===== src/hw/rtl/rpy_pkg.sv =====
`timescale 1ns / 1ps

package rpy_pkg;

    localparam int CORDIC_ITERATIONS = 16;
    localparam int FRACTION_BITS     = 14;

    localparam int ANGLE_W = 16;
    localparam int OUT_W   = 16;
    localparam int OUT_FRAC = 14;
    localparam int OUT_ONE  = 16384;

    // angle accumulator in units of 2^-29 rad
    localparam int Z_W   = 32;
    localparam int IDX_W = (CORDIC_ITERATIONS > 1) ? $clog2(CORDIC_ITERATIONS) : 1;
    localparam int XY_W  = FRACTION_BITS + 4;
    localparam int SC_W  = FRACTION_BITS + 2;

    localparam longint ANG_PI      = 64'sd1686629713;
    localparam longint ANG_HALF_PI = 64'sd843314857;
    localparam longint GAIN_Q30    = 64'sd652032874;
    localparam longint X_INIT =
        ((GAIN_Q30 <<< FRACTION_BITS) + (64'sd1 <<< 29)) >>> 30;
    localparam longint SC_ONE = 64'sd1 <<< FRACTION_BITS;

    typedef struct packed {
        logic signed [XY_W-1:0] x;
        logic signed [XY_W-1:0] y;
        logic signed [Z_W-1:0]  z;
        logic                   neg;
    } cordic_t;

    typedef struct packed {
        logic signed [OUT_W-1:0] r00;
        logic signed [OUT_W-1:0] r01;
        logic signed [OUT_W-1:0] r02;
        logic signed [OUT_W-1:0] r10;
        logic signed [OUT_W-1:0] r11;
        logic signed [OUT_W-1:0] r12;
        logic signed [OUT_W-1:0] r20;
        logic signed [OUT_W-1:0] r21;
        logic signed [OUT_W-1:0] r22;
    } matrix_t;

    function automatic logic signed [Z_W-1:0] atan_entry(input logic [IDX_W-1:0] i);
        logic signed [Z_W-1:0] v;
        v = '0;
        unique case (int'(i))
            0: v = 32'sd421657428;
            1: v = 32'sd248918915;
            2: v = 32'sd131521918;
            3: v = 32'sd66762579;
            4: v = 32'sd33510843;
            5: v = 32'sd16771758;
            6: v = 32'sd8387925;
            7: v = 32'sd4194219;
            8: v = 32'sd2097141;
            9: v = 32'sd1048575;
            default: v = (int'(i) > 29) ? '0 : (Z_W'(1) <<< (29 - int'(i)));
        endcase
        return v;
    endfunction

endpackage


===== src/hw/rtl/rpy_cordic_stage.sv =====
`timescale 1ns / 1ps

module rpy_cordic_stage
    import rpy_pkg::*;
(
    input  logic             clk,
    input  logic             en,
    input  logic [IDX_W-1:0] shift,
    input  cordic_t          d,
    output cordic_t          q
);

    cordic_t q_reg;
    cordic_t q_next;
    logic signed [XY_W-1:0] dx;
    logic signed [XY_W-1:0] dy;
    logic signed [Z_W-1:0]  da;

    always_comb
    begin
        dx = d.y >>> shift;
        dy = d.x >>> shift;
        da = atan_entry(shift);
        q_next = d;
        if (!d.z[Z_W-1])
        begin
            q_next.x = d.x - dx;
            q_next.y = d.y + dy;
            q_next.z = d.z - da;
        end
        else
        begin
            q_next.x = d.x + dx;
            q_next.y = d.y - dy;
            q_next.z = d.z + da;
        end
    end

    always_ff @(posedge clk)
    begin
        if (en)
        begin
            q_reg <= q_next;
        end
    end

    assign q = q_reg;

endmodule


===== src/hw/rtl/rpy_sincos.sv =====
`timescale 1ns / 1ps

module rpy_sincos
    import rpy_pkg::*;
(
    input  logic                      clk,
    input  logic                      en,
    input  logic signed [ANGLE_W-1:0] angle,
    output logic signed [SC_W-1:0]    sin_val,
    output logic signed [SC_W-1:0]    cos_val
);

    localparam int ZE_W = Z_W + 1;

    cordic_t chain [CORDIC_ITERATIONS+1];
    cordic_t fold_reg;
    cordic_t fold_next;
    logic signed [SC_W-1:0] sin_reg, sin_next;
    logic signed [SC_W-1:0] cos_reg, cos_next;
    logic signed [ZE_W-1:0] z_ext;
    logic signed [XY_W-1:0] xf, yf;

    // fold into +-pi/2, remember to negate
    always_comb
    begin
        z_ext = ZE_W'(angle) <<< 16;
        fold_next.x = XY_W'(X_INIT);
        fold_next.y = '0;
        fold_next.neg = 1'b0;
        fold_next.z = Z_W'(z_ext);
        if (z_ext > ZE_W'(ANG_HALF_PI))
        begin
            fold_next.z = Z_W'(z_ext - ZE_W'(ANG_PI));
            fold_next.neg = 1'b1;
        end
        else if (z_ext < -ZE_W'(ANG_HALF_PI))
        begin
            fold_next.z = Z_W'(z_ext + ZE_W'(ANG_PI));
            fold_next.neg = 1'b1;
        end
    end

    always_ff @(posedge clk)
    begin
        if (en)
        begin
            fold_reg <= fold_next;
            sin_reg  <= sin_next;
            cos_reg  <= cos_next;
        end
    end

    assign chain[0] = fold_reg;

    for (genvar i = 0; i < CORDIC_ITERATIONS; i++)
    begin : g_stage
        rpy_cordic_stage u_stage (
            .clk   (clk),
            .en    (en),
            .shift (IDX_W'(i)),
            .d     (chain[i]),
            .q     (chain[i+1])
        );
    end

    // undo fold and clamp to +-1
    always_comb
    begin
        xf = chain[CORDIC_ITERATIONS].neg ? -chain[CORDIC_ITERATIONS].x
                                          :  chain[CORDIC_ITERATIONS].x;
        yf = chain[CORDIC_ITERATIONS].neg ? -chain[CORDIC_ITERATIONS].y
                                          :  chain[CORDIC_ITERATIONS].y;
        if (xf > XY_W'(SC_ONE))
            cos_next = SC_W'(SC_ONE);
        else if (xf < -XY_W'(SC_ONE))
            cos_next = -SC_W'(SC_ONE);
        else
            cos_next = SC_W'(xf);
        if (yf > XY_W'(SC_ONE))
            sin_next = SC_W'(SC_ONE);
        else if (yf < -XY_W'(SC_ONE))
            sin_next = -SC_W'(SC_ONE);
        else
            sin_next = SC_W'(yf);
    end

    assign sin_val = sin_reg;
    assign cos_val = cos_reg;

endmodule


===== config.mk =====
export PLATFORM = sky130hd
export DESIGN_NAME = rpy_sincos
export DESIGN_NICKNAME = d
export VERILOG_FILES = /design/src/hw/rtl/rpy_pkg.sv /design/src/hw/rtl/rpy_cordic_stage.sv /design/src/hw/rtl/rpy_sincos.sv
export SDC_FILE = /design/constraint.sdc
export NUM_CORES = 2
export LEC_CHECK = 0
export BUFFER_PORTS_ARGS = -buffer_cell sky130_fd_sc_hd__buf_2
export CORE_AREA = 2 2 457 414
export DETAILED_ROUTE_END_ITERATION = 10
export DIE_AREA = 0 0 459 416
export HOLD_SLACK_MARGIN = 0.08
export PLACE_DENSITY = 0.58
export SETUP_SLACK_MARGIN = 0.05
export SYNTH_ARGS = -nofsm -noshare
export SYNTH_HDL_FRONTEND = slang
export SYNTH_SLANG_ARGS = --single-unit

===== constraint.sdc =====
create_clock -name clk -period 5.2 [get_ports clk]
set_input_delay 0.26 -clock clk [delete_from_list [all_inputs] [get_ports clk]]
set_output_delay 0.26 -clock clk [all_outputs]
set_load 0.005 [all_outputs]

* Word-level counts from Yosys, hierarchy flattened
Cells that the tools add are included.
Cells by class: $add $sub $neg 96, magnitude comparators 6, muxes and demuxes 22, reduce and logical (&&, ||, !) cells 2
Operator list (number):
- $mux W68 | 15
- $mux W33 | 2
- $add A32 B21 Y32 const B | 2
- $sub A32 B21 Y32 const B | 2
- $add A18 B14 Y18 | 3
- $sub A18 B14 Y18 | 3
- $mux W50 | 1
- $add A18 B10 Y18 | 2
- $add A18 B11 Y18 | 2
- $add A18 B12 Y18 | 2
- $add A18 B13 Y18 | 2
- $add A18 B15 Y18 | 2
- $add A18 B16 Y18 | 2
- $add A18 B3 Y18 | 2
- $add A18 B4 Y18 | 2
- $add A18 B5 Y18 | 2
- $add A18 B6 Y18 | 2
- $add A18 B7 Y18 | 2
- $add A18 B8 Y18 | 2
- $add A18 B9 Y18 | 2
- $gt A18 B16 Y1 const B | 2
- $lt A18 B15 Y1 const B | 2
- $mux W18 | 2
- $neg A18 Y18 | 2
- 49 further kinds | 64
Storage, ports and cells: register bits after elaboration 1133, bits of input ports 18, output and inout port bits 32

* Logic depth before layout (Yosys ltp)
depth after elaboration 4, depth in mapped cells 16, mapped depth without buffers 16

* Cells and area by module
From an unflattened synthesis, not the netlist that was laid out.
Second synthesis, totals: cell total of the unflattened synthesis 17057, area total of the unflattened synthesis 150051.4 um2
Modules (own cells, without submodules):
- rpy_cordic_stage (g_stage[10].u_stage ...) | instances 9, cells each 1055, area each 9240.1 um2, sequential area each 2072.0 um2
- rpy_cordic_stage (g_stage[7].u_stage) | instances 1, cells each 1037, area each 9143.8 um2, sequential area each 2072.0 um2
- rpy_cordic_stage (g_stage[9].u_stage) | instances 1, cells each 1056, area each 9136.3 um2, sequential area each 2072.0 um2
- rpy_cordic_stage (g_stage[13].u_stage) | instances 1, cells each 1023, area each 9068.7 um2, sequential area each 2072.0 um2
- rpy_cordic_stage (g_stage[0].u_stage) | instances 1, cells each 1052, area each 9057.4 um2, sequential area each 2072.0 um2
- rpy_cordic_stage (g_stage[6].u_stage) | instances 1, cells each 1030, area each 9039.9 um2, sequential area each 2072.0 um2
- rpy_cordic_stage (g_stage[8].u_stage) | instances 1, cells each 1026, area each 9027.4 um2, sequential area each 2072.0 um2
- rpy_cordic_stage (g_stage[12].u_stage) | instances 1, cells each 988, area each 8884.8 um2, sequential area each 2072.0 um2
- rpy_sincos | instances 1, cells each 350, area each 3532.1 um2, sequential area each 1531.5 um2

* Least setup slack after synthesis
No wires, ideal clock.
kind reg2reg, start reg g_stage[6].u_stage.q_reg (netlist bit g_stage[6].u_stage.q[32]), end reg g_stage[7].u_stage.q_reg (netlist bit g_stage[7].u_stage.q[48]), data pin, library setup time 0.135 ns, arrival 4.085 ns, data required time 5.065 ns, path slack 0.980 ns, stages on the path, launching flop included 14, path buffers 2, period minus slack after synthesis 4.220 ns, cell sequence edfxtp_1 > clkbuf_1 > clkbuf_1 > mux2i_1 > ha_1 > nor2b_1 > o21ai_0 > a21boi_0 > o21a_1 > a21bo_2 > a2111oi_0 > nor3_1 > or4_1 > nand3_1
RTL lines:
- start: declaration | RTL line rpy_cordic_stage.sv:13 | cordic_t q_reg;
- start signal: assignment | RTL line rpy_cordic_stage.sv:43 | q_reg <= q_next;
- end signal: assignment | RTL line rpy_cordic_stage.sv:43
- end: declaration | RTL line rpy_cordic_stage.sv:13

==> impl_metrics.ini <==
[sta]
fmax_mhz = 234
finalMaxSlewViolations = 0
rsz0062_at_grt = false
finalHoldViolations = 0
slew-limit-headroom_pct = 21.9
setup_viol = 0
clock_skew_ns = 0.0525
fin_crit_ns = 4.27
final.period_utilization_pct = 82.2
tns_ns = 0
tightest_slew_ns = 1.16

[worst_setup_path]
worstRegToRegCells = 11
crit_path_frequent_cell = a21oi_1
cpPeakStageDelay_ns = 1.00
crit_family = compound AO/OA/AOI/OAI gates
cp_slowest_cell = a2111oi_0
worst_setup_path_end_kind = register
critPathBufInv = 1
worstSetupPathType = reg -> reg
path_cells = inv_1 > ha_1 > nor2b_1 > o21ai_0 > a21boi_0 > o311ai_0 > a2111oi_0 > o211ai_1 > a21oi_1 > a21oi_1 > xnor2_1
r2r_setup_slack_ns = 0.93
rr_endpoint = g_stage[4].u_stage.q[31]
worstReg2RegStart = g_stage[3].u_stage.q[32]
arrival_ns = 4.75
startpoint_type = register
worstPathMaxFanout = 16
worstPathRequired_ns = 5.67

[layout]
area_growth_pct = 9.60
register_area_um2 = 29100
final_nets = 8401
fillers = 17700
drive_above_1_share_pct = 5.01
largest_register_ffs = 917
multi_input_area_um2 = 42900
stdcell_count = 9973

[clock_tree]
hold_buffers = 19
clk_path_buf_depth = 3
cts-buffers-inserted = 110
htree_levels = 3
cts_sinks = 968
clkLatencyLatePin_ns = 0.75
cts_tree = done
ctsRootBufferMaster = clkbuf_16
path_clk_slew_ns = 0.06
cts_resized = 0
post_cts_buffers = 0

[place]
dp_hpwl_um = 132000
port_buffers = 49
gp_congestion = 0.888
dpl.cell_count = 9748

[worst_hold_path]
min_from = en
min_path_cells = 1
hp-class = in -> reg
hold_end = g_stage[7].u_stage.q[65]

[outcome]
outcome = finished, final reports clean

[floorplan]
coreArea_um2 = 187000
die-height_um = 416
rows = 151
die-area_um2 = 191000
initial_core_util_pct = 39.7
io_pins = 50
die_x_um = 459

[logic_synthesis]
synth-seq-cells = 968
synth_edf_count = 968
syn_avg_cell_area_um2 = 10.1
synth_top_area_share_pct = 39.3
synth_ff_type = edfxtp_1
synth_area_um2 = 74000
syn-num-nets = 8293
synth_area_leaders = edfxtp_1 (39%), ha_1 (15%), xnor2_1 (7.1%), a21oi_1 (4.5%), xor2_1 (3.9%)
synth_cell_types = 82
yosysSeqAreaShare_pct = 39.3
synthCells = 7323
yosysWarnings = 0
async_reset_ff_share_pct = 0
yosysTopAreaCell = edfxtp_1

[drt]
drc_errors = 0
drtIter0Drc = 3725
wl_per_cell_um = 17.1
vias_per_cell = 5.45
drtPass1Iterations = 6
ant_nets = 0
num_vias = 54300
routed_wl_um = 170000

[global_route]
grtUsageMet3_pct = 2.05
grt_first_pass_wirelength_um = 274000
grt_pass1_vias = 52000
grt-ovfl-total = 0
grt_usage_pct = 17.5
grt_busiest_layer = met2
grt_max_degree = 146
grt_use_met2_pct = 28.7
grt_use_met1_pct = 24.6
antenna_found_initial = 1

[flow_run]
cap_violations = 0
[layout by cell type (no fill, tap or decap), drive strengths merged, types with 82 or more instances in the layout]
master  instances
edfxtp        968
ha            907
a21oi         671
xnor2         602
nor2          539
inv           447
nand2         357
o21ai         343
xor2          328
a21o          294
nor3          234
nand3         178
clkbuf        125
o21bai         92
and3           87
buf            84
a211oi         82
[worst reg2reg max path: stages (launching register included)]
cell and delay, ns:
edfxtp_1 0.37, inv_1 0.55, ha_1 0.29, nor2b_1 0.14, o21ai_0 0.11, a21boi_0 0.41
o311ai_0 0.37, a2111oi_0 1.00, o211ai_1 0.25, a21oi_1 0.28, a21oi_1 0.12, xnor2_1 0.13
[layout make-up]
class | instances | area share (%)
multi-input cells | 5804 | 52.8
flip-flops and latches | 968 | 35.8
well taps | 2448 | 3.78
clock buffers | 125 | 3.46
inverters | 444 | 2.05
clock inverters | 80 | 1.07
repair buffers | 103 | 0.965
diodes | 1 | 0.00308
[cells in the mapped netlist, drive strengths merged, types with 15 or more instances]
| library cell | count |
|---|---|
| ha | 907 |
| a31o | 43 |
| a211oi | 82 |
| nor2b | 80 |
| o31ai | 42 |
| edfxtp | 968 |
| and3 | 87 |
| o41ai | 23 |
| clkbuf | 86 |
| a311oi | 15 |
| nand3 | 178 |
| or4 | 26 |
| or3 | 81 |
| o211ai | 49 |
| o21bai | 92 |
| o31a | 18 |
| or2 | 24 |
| fa | 45 |
| a21boi | 34 |
| a2111oi | 25 |
| nand4 | 42 |
| o2111ai | 18 |
| a21oi | 671 |
| a21o | 294 |
| xor2 | 328 |
| nor3b | 15 |
| xnor2 | 602 |
| mux2 | 30 |
| and2 | 43 |
| a211o | 24 |
| mux2i | 34 |
| o21a | 80 |
| o21ai | 343 |
| a221oi | 16 |
| nor2 | 539 |
| inv | 441 |
| nor3 | 234 |
| nor4 | 36 |
| nand2 | 357 |
| buf | 21 |
| a31oi | 56 |
| nand2b | 73 |
[routing by layer]
layer / up-vias / share of wire (%)
met5: - / 0
li1: 27500 / -
met2: 916 / 46
met3: 199 / 3.5
met1: 25700 / 48
met4: 0 / 2.0
[worst max-delay path by stage]
| stage | depth (start not counted) | from | to |
|---|---|---|---|
| 3_5_place_dp | 15 | g_stage[2].u_stage.q[36] | g_stage[3].u_stage.q[68] |
| 5_1_grt | 15 | g_stage[2].u_stage.q[36] | g_stage[3].u_stage.q[68] |
| 6_report | 11 | g_stage[3].u_stage.q[32] | g_stage[4].u_stage.q[31] |
| 3_3_place_gp | 15 | g_stage[2].u_stage.q[36] | g_stage[3].u_stage.q[68] |
| 4_1_cts | 15 | g_stage[2].u_stage.q[36] | g_stage[3].u_stage.q[68] |
| 2_1_floorplan | 13 | g_stage[6].u_stage.q[32] | g_stage[7].u_stage.q[48] |
[logic make-up (layout without fill, tap and decap cells)]
kind of cell | count (synthesis) | count (layout) | synth area share (%)
buffers and inverters | 551 | 752 | 2.82
AOI/OAI and AO/OA | 2005 | 2005 | 17.3
other | 1 | 2 | 0.00507
xor gates and xnor gates | 931 | 931 | 11.0
and+or+nand+nor | 1851 | 1851 | 12.1
muxes | 64 | 64 | 0.916
DFF | 968 | 968 | 39.3
adders and majority gates | 952 | 952 | 16.5
[through the flow]
stage          worst slack (ns)  hold slack (ns)  cell area [um2]  utilization (%)
2_1_floorplan             0.980            0.372            74000                -
3_3_place_gp              0.964            0.403            77300             41.4
3_5_place_dp              0.969            0.405            77300             41.4
4_1_cts                   0.961           0.0898            81100             43.5
5_1_grt                   0.467            0.112            81100             43.5
6_report                  0.926            0.133            81100             43.5
Power is left out: the tool's default activity adds up to more than one toggle a clock period on the data nets, which glitch-free logic cannot reach.
